===== config.mk =====
export PLATFORM = sky130hd
export DESIGN_NAME = shuffled_lcg_uniform_generator
export DESIGN_NICKNAME = d
export VERILOG_FILES = /design/src/slug_pkg.sv /design/src/shuffled_lcg_uniform_generator.sv
export SDC_FILE = /design/constraint.sdc
export NUM_CORES = 2
export LEC_CHECK = 0
export BUFFER_PORTS_ARGS = -buffer_cell sky130_fd_sc_hd__buf_4
export CAP_MARGIN = 20
export CORE_UTILIZATION = 35
export CTS_CLUSTER_SIZE = 16
export DETAILED_ROUTE_END_ITERATION = 8
export PLACE_DENSITY = 0.45
export SETUP_SLACK_MARGIN = 0.05
export SLEW_MARGIN = 20
export SYNTH_ARGS = -nofsm -noshare
export SYNTH_HDL_FRONTEND = slang
export SYNTH_SLANG_ARGS = --single-unit

===== constraint.sdc =====
create_clock -name clock -period 10.4 [get_ports clock]
set_input_delay 2.6 -clock clock [delete_from_list [all_inputs] [get_ports clock]]
set_output_delay 2.6 -clock clock [all_outputs]
set_load 0.01 [all_outputs]

===== src/slug_pkg.sv =====
package slug_pkg;

   localparam int unsigned SLUG_TABLE_DEPTH = 32;
   localparam int unsigned SLUG_WARMUP      = 8;
   localparam logic [30:0] SLUG_MOD         = 31'h7FFF_FFFF;
   localparam logic [14:0] SLUG_MULT        = 15'd16807;
   localparam logic [30:0] SLUG_SAMPLE_MAX  = 31'd2147483389;

   typedef enum logic [4:0] {
      ST_IDLE = 5'b00001,
      ST_SEED = 5'b00010,
      ST_DIV  = 5'b00100,
      ST_STEP = 5'b01000,
      ST_DONE = 5'b10000
   } slug_state_type;

   // reduce a 46-bit product modulo 2^31-1: add the high part to the low part,
   // then subtract the modulus once if the sum reaches it
   function automatic logic [30:0] slug_fold(input logic [45:0] prod);
      logic [31:0] sum;
      logic [31:0] red;
      sum = {1'b0, prod[30:0]} + {17'd0, prod[45:31]};
      red = sum - {1'b0, SLUG_MOD};
      if (sum >= {1'b0, SLUG_MOD}) begin
         return red[30:0];
      end
      return sum[30:0];
   endfunction

endpackage


===== src/shuffled_lcg_uniform_generator.sv =====
// Shuffled uniform generator: a minimal-standard multiplicative congruential
// generator (x * 16807 mod 2^31-1) behind a shuffle table of TABLE_DEPTH entries.
// req channel: one transaction per draw; req_reseed = 1 reseeds from the seed
// register first. rsp channel: one transaction per request, rsp_sample being the
// draw as a numerator over 2147483647, saturated at 2147483389.
// csr port: csr_we writes csr_wdata into the seed register (zero acts as one).
// One 31x15 multiplier and a fold adder form the generator step; the table pick
// compares the last draw against the TABLE_DEPTH - 1 constant bucket bounds.
// A plain draw, once accepted, runs the pick, the multiply and fold phases of
// the step, and the output load before rsp_valid. A reseed, or the first
// request after reset, first runs the warm-up steps and the table fill.
// One request is in work at a time; req_ready is high only while idle, so the
// block takes no new request until the last one's result is in the output
// register.
// A result waits in the output register while rsp_ready is low; the block
// accepts the next request during that wait but finishes it only once the
// waiting result has been taken.
// Reset sets the seed to 1 and marks the generator unseeded, so the first
// request seeds the table whatever its reseed bit.
module shuffled_lcg_uniform_generator
   import slug_pkg::*;
#(
   parameter int unsigned TABLE_DEPTH = SLUG_TABLE_DEPTH
) (
   input  logic        clock,
   input  logic        reset,
   input  logic        req_valid,
   output logic        req_ready,
   input  logic        req_reseed,
   output logic        rsp_valid,
   input  logic        rsp_ready,
   output logic [30:0] rsp_sample,
   input  logic        csr_we,
   input  logic [30:0] csr_wdata
);

   localparam int unsigned IW = (TABLE_DEPTH > 1) ? $clog2(TABLE_DEPTH) : 1;
   localparam int unsigned CW = $clog2(SLUG_WARMUP + TABLE_DEPTH);
   localparam logic [31:0] DIVISOR = 32'(1 + (32'h7FFF_FFFE / TABLE_DEPTH));
   localparam logic [CW-1:0] SEED_STEPS_LAST = CW'(SLUG_WARMUP + TABLE_DEPTH - 1);
   localparam logic [IW-1:0] PICK_MAX = IW'(TABLE_DEPTH - 1);

   slug_state_type state_ff, state_in;
   logic [30:0]    seed_ff, seed_in;
   logic [30:0]    gen_ff, gen_in;
   logic [30:0]    last_ff, last_in;
   logic [45:0]    prod_ff, prod_in;
   logic           phase_ff, phase_in;
   logic [CW-1:0]  cnt_ff, cnt_in;
   logic [IW-1:0]  quot_ff, quot_in;
   logic           rsp_valid_ff, rsp_valid_in;
   logic [30:0]    rsp_sample_ff, rsp_sample_in;
   logic [30:0]    rd_ff;

   logic [30:0]    mem [TABLE_DEPTH];
   logic           mem_we;
   logic [IW-1:0]  mem_waddr;
   logic [IW-1:0]  pick;
   logic [IW-1:0]  bucket;
   logic [30:0]    folded;
   logic [30:0]    seed_start;
   logic           req_take;

   assign req_ready  = (state_ff == ST_IDLE);
   assign req_take   = req_valid && req_ready;
   assign rsp_valid  = rsp_valid_ff;
   assign rsp_sample = rsp_sample_ff;

   assign folded     = slug_fold(prod_ff);
   assign seed_start = ((seed_ff == 31'd0) || (seed_ff == SLUG_MOD)) ? 31'd1 : seed_ff;
   assign pick       = (quot_ff > PICK_MAX) ? PICK_MAX : quot_ff;

   // bucket of the last draw: count the constant bounds it reaches
   always_comb begin
      bucket = '0;
      for (int k = 1; k < TABLE_DEPTH; k++) begin
         if ({1'b0, last_ff} >= (32'(k) * DIVISOR)) begin
            bucket = IW'(k);
         end
      end
   end

   always_comb begin
      state_in      = state_ff;
      seed_in       = csr_we ? csr_wdata : seed_ff;
      gen_in        = gen_ff;
      last_in       = last_ff;
      prod_in       = 46'(gen_ff) * 46'(SLUG_MULT);
      phase_in      = phase_ff;
      cnt_in        = cnt_ff;
      quot_in       = quot_ff;
      rsp_valid_in  = rsp_valid_ff && !rsp_ready;
      rsp_sample_in = rsp_sample_ff;
      mem_we        = 1'b0;
      mem_waddr     = pick;

      case (state_ff)
         ST_IDLE: begin
            if (req_take) begin
               if (req_reseed || (last_ff == 31'd0)) begin
                  gen_in   = seed_start;
                  cnt_in   = SEED_STEPS_LAST;
                  phase_in = 1'b0;
                  state_in = ST_SEED;
               end else begin
                  state_in = ST_DIV;
               end
            end
         end
         ST_SEED: begin
            phase_in = ~phase_ff;
            if (phase_ff) begin
               gen_in = folded;
               // fill the table from the top entry down during the last steps
               if (cnt_ff < CW'(TABLE_DEPTH)) begin
                  mem_we    = 1'b1;
                  mem_waddr = cnt_ff[IW-1:0];
               end
               cnt_in = cnt_ff - CW'(1);
               if (cnt_ff == '0) begin
                  last_in  = folded;
                  state_in = ST_DIV;
               end
            end
         end
         ST_DIV: begin
            quot_in  = bucket;
            phase_in = 1'b0;
            state_in = ST_STEP;
         end
         ST_STEP: begin
            // multiply phase reads the picked entry, fold phase swaps it
            phase_in = ~phase_ff;
            if (phase_ff) begin
               gen_in   = folded;
               mem_we   = 1'b1;
               last_in  = rd_ff;
               state_in = ST_DONE;
            end
         end
         ST_DONE: begin
            // hold until the output register is free
            if (!rsp_valid_ff || rsp_ready) begin
               rsp_valid_in  = 1'b1;
               rsp_sample_in = (last_ff > SLUG_SAMPLE_MAX) ? SLUG_SAMPLE_MAX : last_ff;
               state_in      = ST_IDLE;
            end
         end
         default: begin
            state_in = ST_IDLE;
         end
      endcase
   end

   always_ff @(posedge clock) begin
      if (reset) begin
         state_ff     <= ST_IDLE;
         seed_ff      <= 31'd1;
         gen_ff       <= '0;
         last_ff      <= '0;
         phase_ff     <= 1'b0;
         cnt_ff       <= '0;
         rsp_valid_ff <= 1'b0;
      end else begin
         state_ff     <= state_in;
         seed_ff      <= seed_in;
         gen_ff       <= gen_in;
         last_ff      <= last_in;
         phase_ff     <= phase_in;
         cnt_ff       <= cnt_in;
         rsp_valid_ff <= rsp_valid_in;
      end
   end

   always_ff @(posedge clock) begin
      prod_ff       <= prod_in;
      quot_ff       <= quot_in;
      rsp_sample_ff <= rsp_sample_in;
   end

   always_ff @(posedge clock) begin
      if (mem_we) begin
         mem[mem_waddr] <= folded;
      end
      rd_ff <= mem[pick];
   end

   a_reseed_seeds: assert property (@(posedge clock) disable iff (reset)
      (req_take && req_reseed) |=> (state_ff == ST_SEED))
      else $error("reseed request did not start seeding");

   a_div_seeded: assert property (@(posedge clock) disable iff (reset)
      (state_ff == ST_DIV) |-> (last_ff != 31'd0))
      else $error("draw started on an unseeded generator");

   a_pick_range: assert property (@(posedge clock) disable iff (reset)
      (state_ff == ST_STEP) |-> (32'(quot_ff) < TABLE_DEPTH))
      else $error("table pick out of range");

   a_done_hold: assert property (@(posedge clock) disable iff (reset)
      ((state_ff == ST_DONE) && rsp_valid_ff && !rsp_ready) |=>
      ((state_ff == ST_DONE) && $stable(rsp_sample_ff)))
      else $error("pending result overwritten");

   a_sample_range: assert property (@(posedge clock) disable iff (reset)
      rsp_valid_ff |-> ((rsp_sample_ff != 31'd0) && (rsp_sample_ff <= SLUG_SAMPLE_MAX)))
      else $error("sample out of range");

endmodule


==> metrics.md <==
| Metric | Value |
|---|---|
| Wirelength, routed | `between 150000 and 200000 um` |
| Clock Skew | `a little under 50 ps` |
| Die Span Y | `roughly 400 um` |
| Dpl ws | `roughly 3800 ps` |
| Number of setup buffers added after CTS | `0` |
| Dominant synthesized flop cell | `edfxtp_1` |
| Clock buffer depth | `3` |
| Initial Utilization | `between 30% and 40%` |
| Syn avg cell area | `between 15 and 20 um2` |
| Nets | `approximately 3700` |
| Fin. max-slew vios | `0` |
| CTS tree | `yes` |
| Via/cell ratio | `5.48` |
| Total grt overflow | `0` |
| Crit path kind | `reg2reg` |
| Global-route wire length before repair | `231000 um` |
| Mapped Cells | `approximately 3200` |
| Mapped Nets | `3537` |
| Crit path capture type | `register` |
| Yosys warns | `0` |
| Routed len/inst | `29.6 um` |
| Die width | `roughly 400 um` |
| Startpoint Class | `register` |
| Critical Path RT | `approximately 11000 ps` |
| Period utilisation layout | `between 60 and 70%` |
| DP HPWL | `between 100000 and 150000 um` |
| Register area share after synthesis | `a little under two thirds` |
| Synth-to-Final Area Change | `14.8%` |
| Class of the worst hold path | `reg2reg` |
| Core area | `between 0.15 and 0.2 mm2` |
| Hold-fix buffers at CTS | `0` |
| Max Fclk | `151 MHz` |
| Clk slew on worst S/H paths | `about 60 ps` |
| Initial antenna violation count | `6` |
| Tmin final | `roughly 6600 ps` |
| Largest area contributor in the netlist | `edfxtp_1` |
| Drt first pass iters | `7` |
| Outcome | `finished clean` |
| # rows | `roughly 140` |
| Largest cells by area after synthesis | `edfxtp_1, mux4_2, dfxtp_1` |
| Setup violators final | `0` |
| Post-CTS sizing | `0` |
| Layout fillers | `13800` |
| Port Buffers | `between 60 and 70` |
| TNS Setup | `0 ps` |
| Io pins | `70` |
| Post-synthesis register bit count | `1211` |
| Unrepaired setup endpoints after global routing | `no` |
| Synth cell count leaders | `edfxtp_1, mux4_2, ha_1, dfxtp_1, nor2_1` |
| Worst Max-Slew Pin Slew | `1140 ps` |
| Clock Tree Root | `clkbuf_16` |
| Vias | `29700` |
| Post-synth EDFFs | `1028` |
| CP max FO | `5` |
| Arr. time, crit path | `7250 ps` |
| Non-Filler Instances | `about 5400` |
| H-tree lvl count | `4` |
| DRC | `0` |
| Max_slew headroom | `between 20% and 30%` |
| Post-synth ARST share | `0%` |
| Yosys top cell area share | `57.0%` |
| CTS Buf Count | `~140` |
| Post-synthesis cell type count | `77` |
| DP Cell Count | `between 5000 and 6000` |
| Die footprint | `about 0.16 mm2` |
| Gr usage total | `approximately a fifth` |
| Mapped cell area | `approximately 0.054 mm2` |
| Number of global-route vias before repair | `approximately 31000` |
| Clk_lat worst skew | `~800 ps` |
| Gpl congestion | `~0.86` |
| Most common cell in the synthesized netlist | `edfxtp_1` |
| DRT iter0 DRCs | `2255` |
| MaxCap Viol Count | `0` |
| Share of post-route cells with drive strength above 1 | `22.7%` |
| Final Hold Viols | `0` |
| CTS Sinks | `about 1200` |
| Fin worst setup slack | `about 3800 ps` |
| Largest net degree at the start of global routing | `~140` |
| Routed Antenna Nets | `0` |
==> area by class of cell <==
cell class              instances  area [um2]  share of cell area (%)
well taps                    2030        2540                    4.09
inverters                     171         642                    1.03
flip-flops and latches       1211       34500                    55.6
clock inverters                75         891                    1.43
multi-input cells            1617       18800                    30.3
repair buffers                142        1110                    1.79
diodes                          2        5.00                 0.00805
clock buffers                 173        3630                    5.84
==> worst paths after layout <==
check	start	end	slack, ps	depth (start not counted)
worst min register to register	last_ff[16]$_SDFFE_PP0P_	rsp_sample[16]$_SDFFCE_PN1P_	510	0
worst min-delay path	last_ff[16]$_SDFFE_PP0P_	rsp_sample[16]$_SDFFCE_PN1P_	510	0
worst max-delay path	gen_ff[19]$_SDFFE_PP0P_	prod_ff[44]$_DFF_P_	3790	19
worst max register to register	gen_ff[19]$_SDFFE_PP0P_	prod_ff[44]$_DFF_P_	3790	19
==> kinds of logic (layout without fill, tap and decap cells) <==
group,count (synthesis),after routing,share of synthesized area [%]
xor+xnor,71,71,1.15
other cells,0,2,0
fa+ha+maj,338,338,9.67
buf+inv,334,561,2.34
simple gates,478,478,4.35
mux,380,380,14.3
flops,1211,1211,63.8
compound gates,350,350,4.47
==> per-layer routing <==
metal	GRT usage, %	part of all wire (%)
met1	28.0	44
met2	34.7	50
met3	3.32	4.3
met4	5.50	2.3
met5	0	0.021
==> metrics by stage <==
step           hold slack (ps)  area, um2  utilization, %
2_1_floorplan              437      54200               -
3_3_place_gp               489      57500            37.7
3_5_place_dp               494      57600            37.7
4_1_cts                    504      62100            40.6
5_1_grt                    522      62200            40.7
6_report                   507      62200            40.7
==> critical path: stages, from the launching register on <==
cell and delay, ps:
dfxtp_1 460, inv_1 180, fa_1 560, inv_1 50
ha_1 290, fa_1 530, fa_1 440, fa_1 520
fa_1 500, ha_1 370, nand3_1 180, nor3_1 370
nand2_1 130, a2111oi_0 540, nor4b_1 140, o41a_1 520
nor2_1 190, a21o_1 160, o311ai_0 160, xnor2_1 180
==> state kept, by name, summed over array words and instances (netlist names), 5 cells and up <==
| name | cells |
|---|---|
| prod_ff | 46 |
| gen_ff | 31 |
| seed_ff | 31 |
| rd_ff | 31 |
| rsp_sample | 31 |
| last_ff | 31 |
| cnt_ff | 6 |
| mem | 992 |
| state_ff | 5 |
| quot_ff | 5 |
==> cell usage in the layout, fill, tap and decap left out, types with 8 or more instances in the layout <==
cell	instances
nor4_1	22
buf_4	137
o21a_1	9
nand3_1	36
nand2_1	73
clkbuf_8	9
clkinv_16	9
and3_1	11
nand2b_1	16
nand3b_1	8
edfxtp_1	1028
o211ai_1	10
ha_1	204
xor2_1	20
a221oi_1	31
mux4_2	310
mux2_2	36
or2_2	10
dfxtp_1	183
inv_1	171
clkinv_1	23
clkbuf_16	136
o21ai_0	41
nor2_1	133
a21oi_1	91
xnor2_1	46
a31oi_1	10
and2_1	11
bufinv_16	8
nand4_1	30
nor3_1	41
a21o_1	30
clkbuf_1	28
clkinv_2	17
mux2i_1	34
a211oi_1	36
nor2_4	36
fa_1	134
o31a_1	8
Power is left out: the tool's default activity adds up to more than one toggle a clock period on the data nets, which glitch-free logic cannot reach.
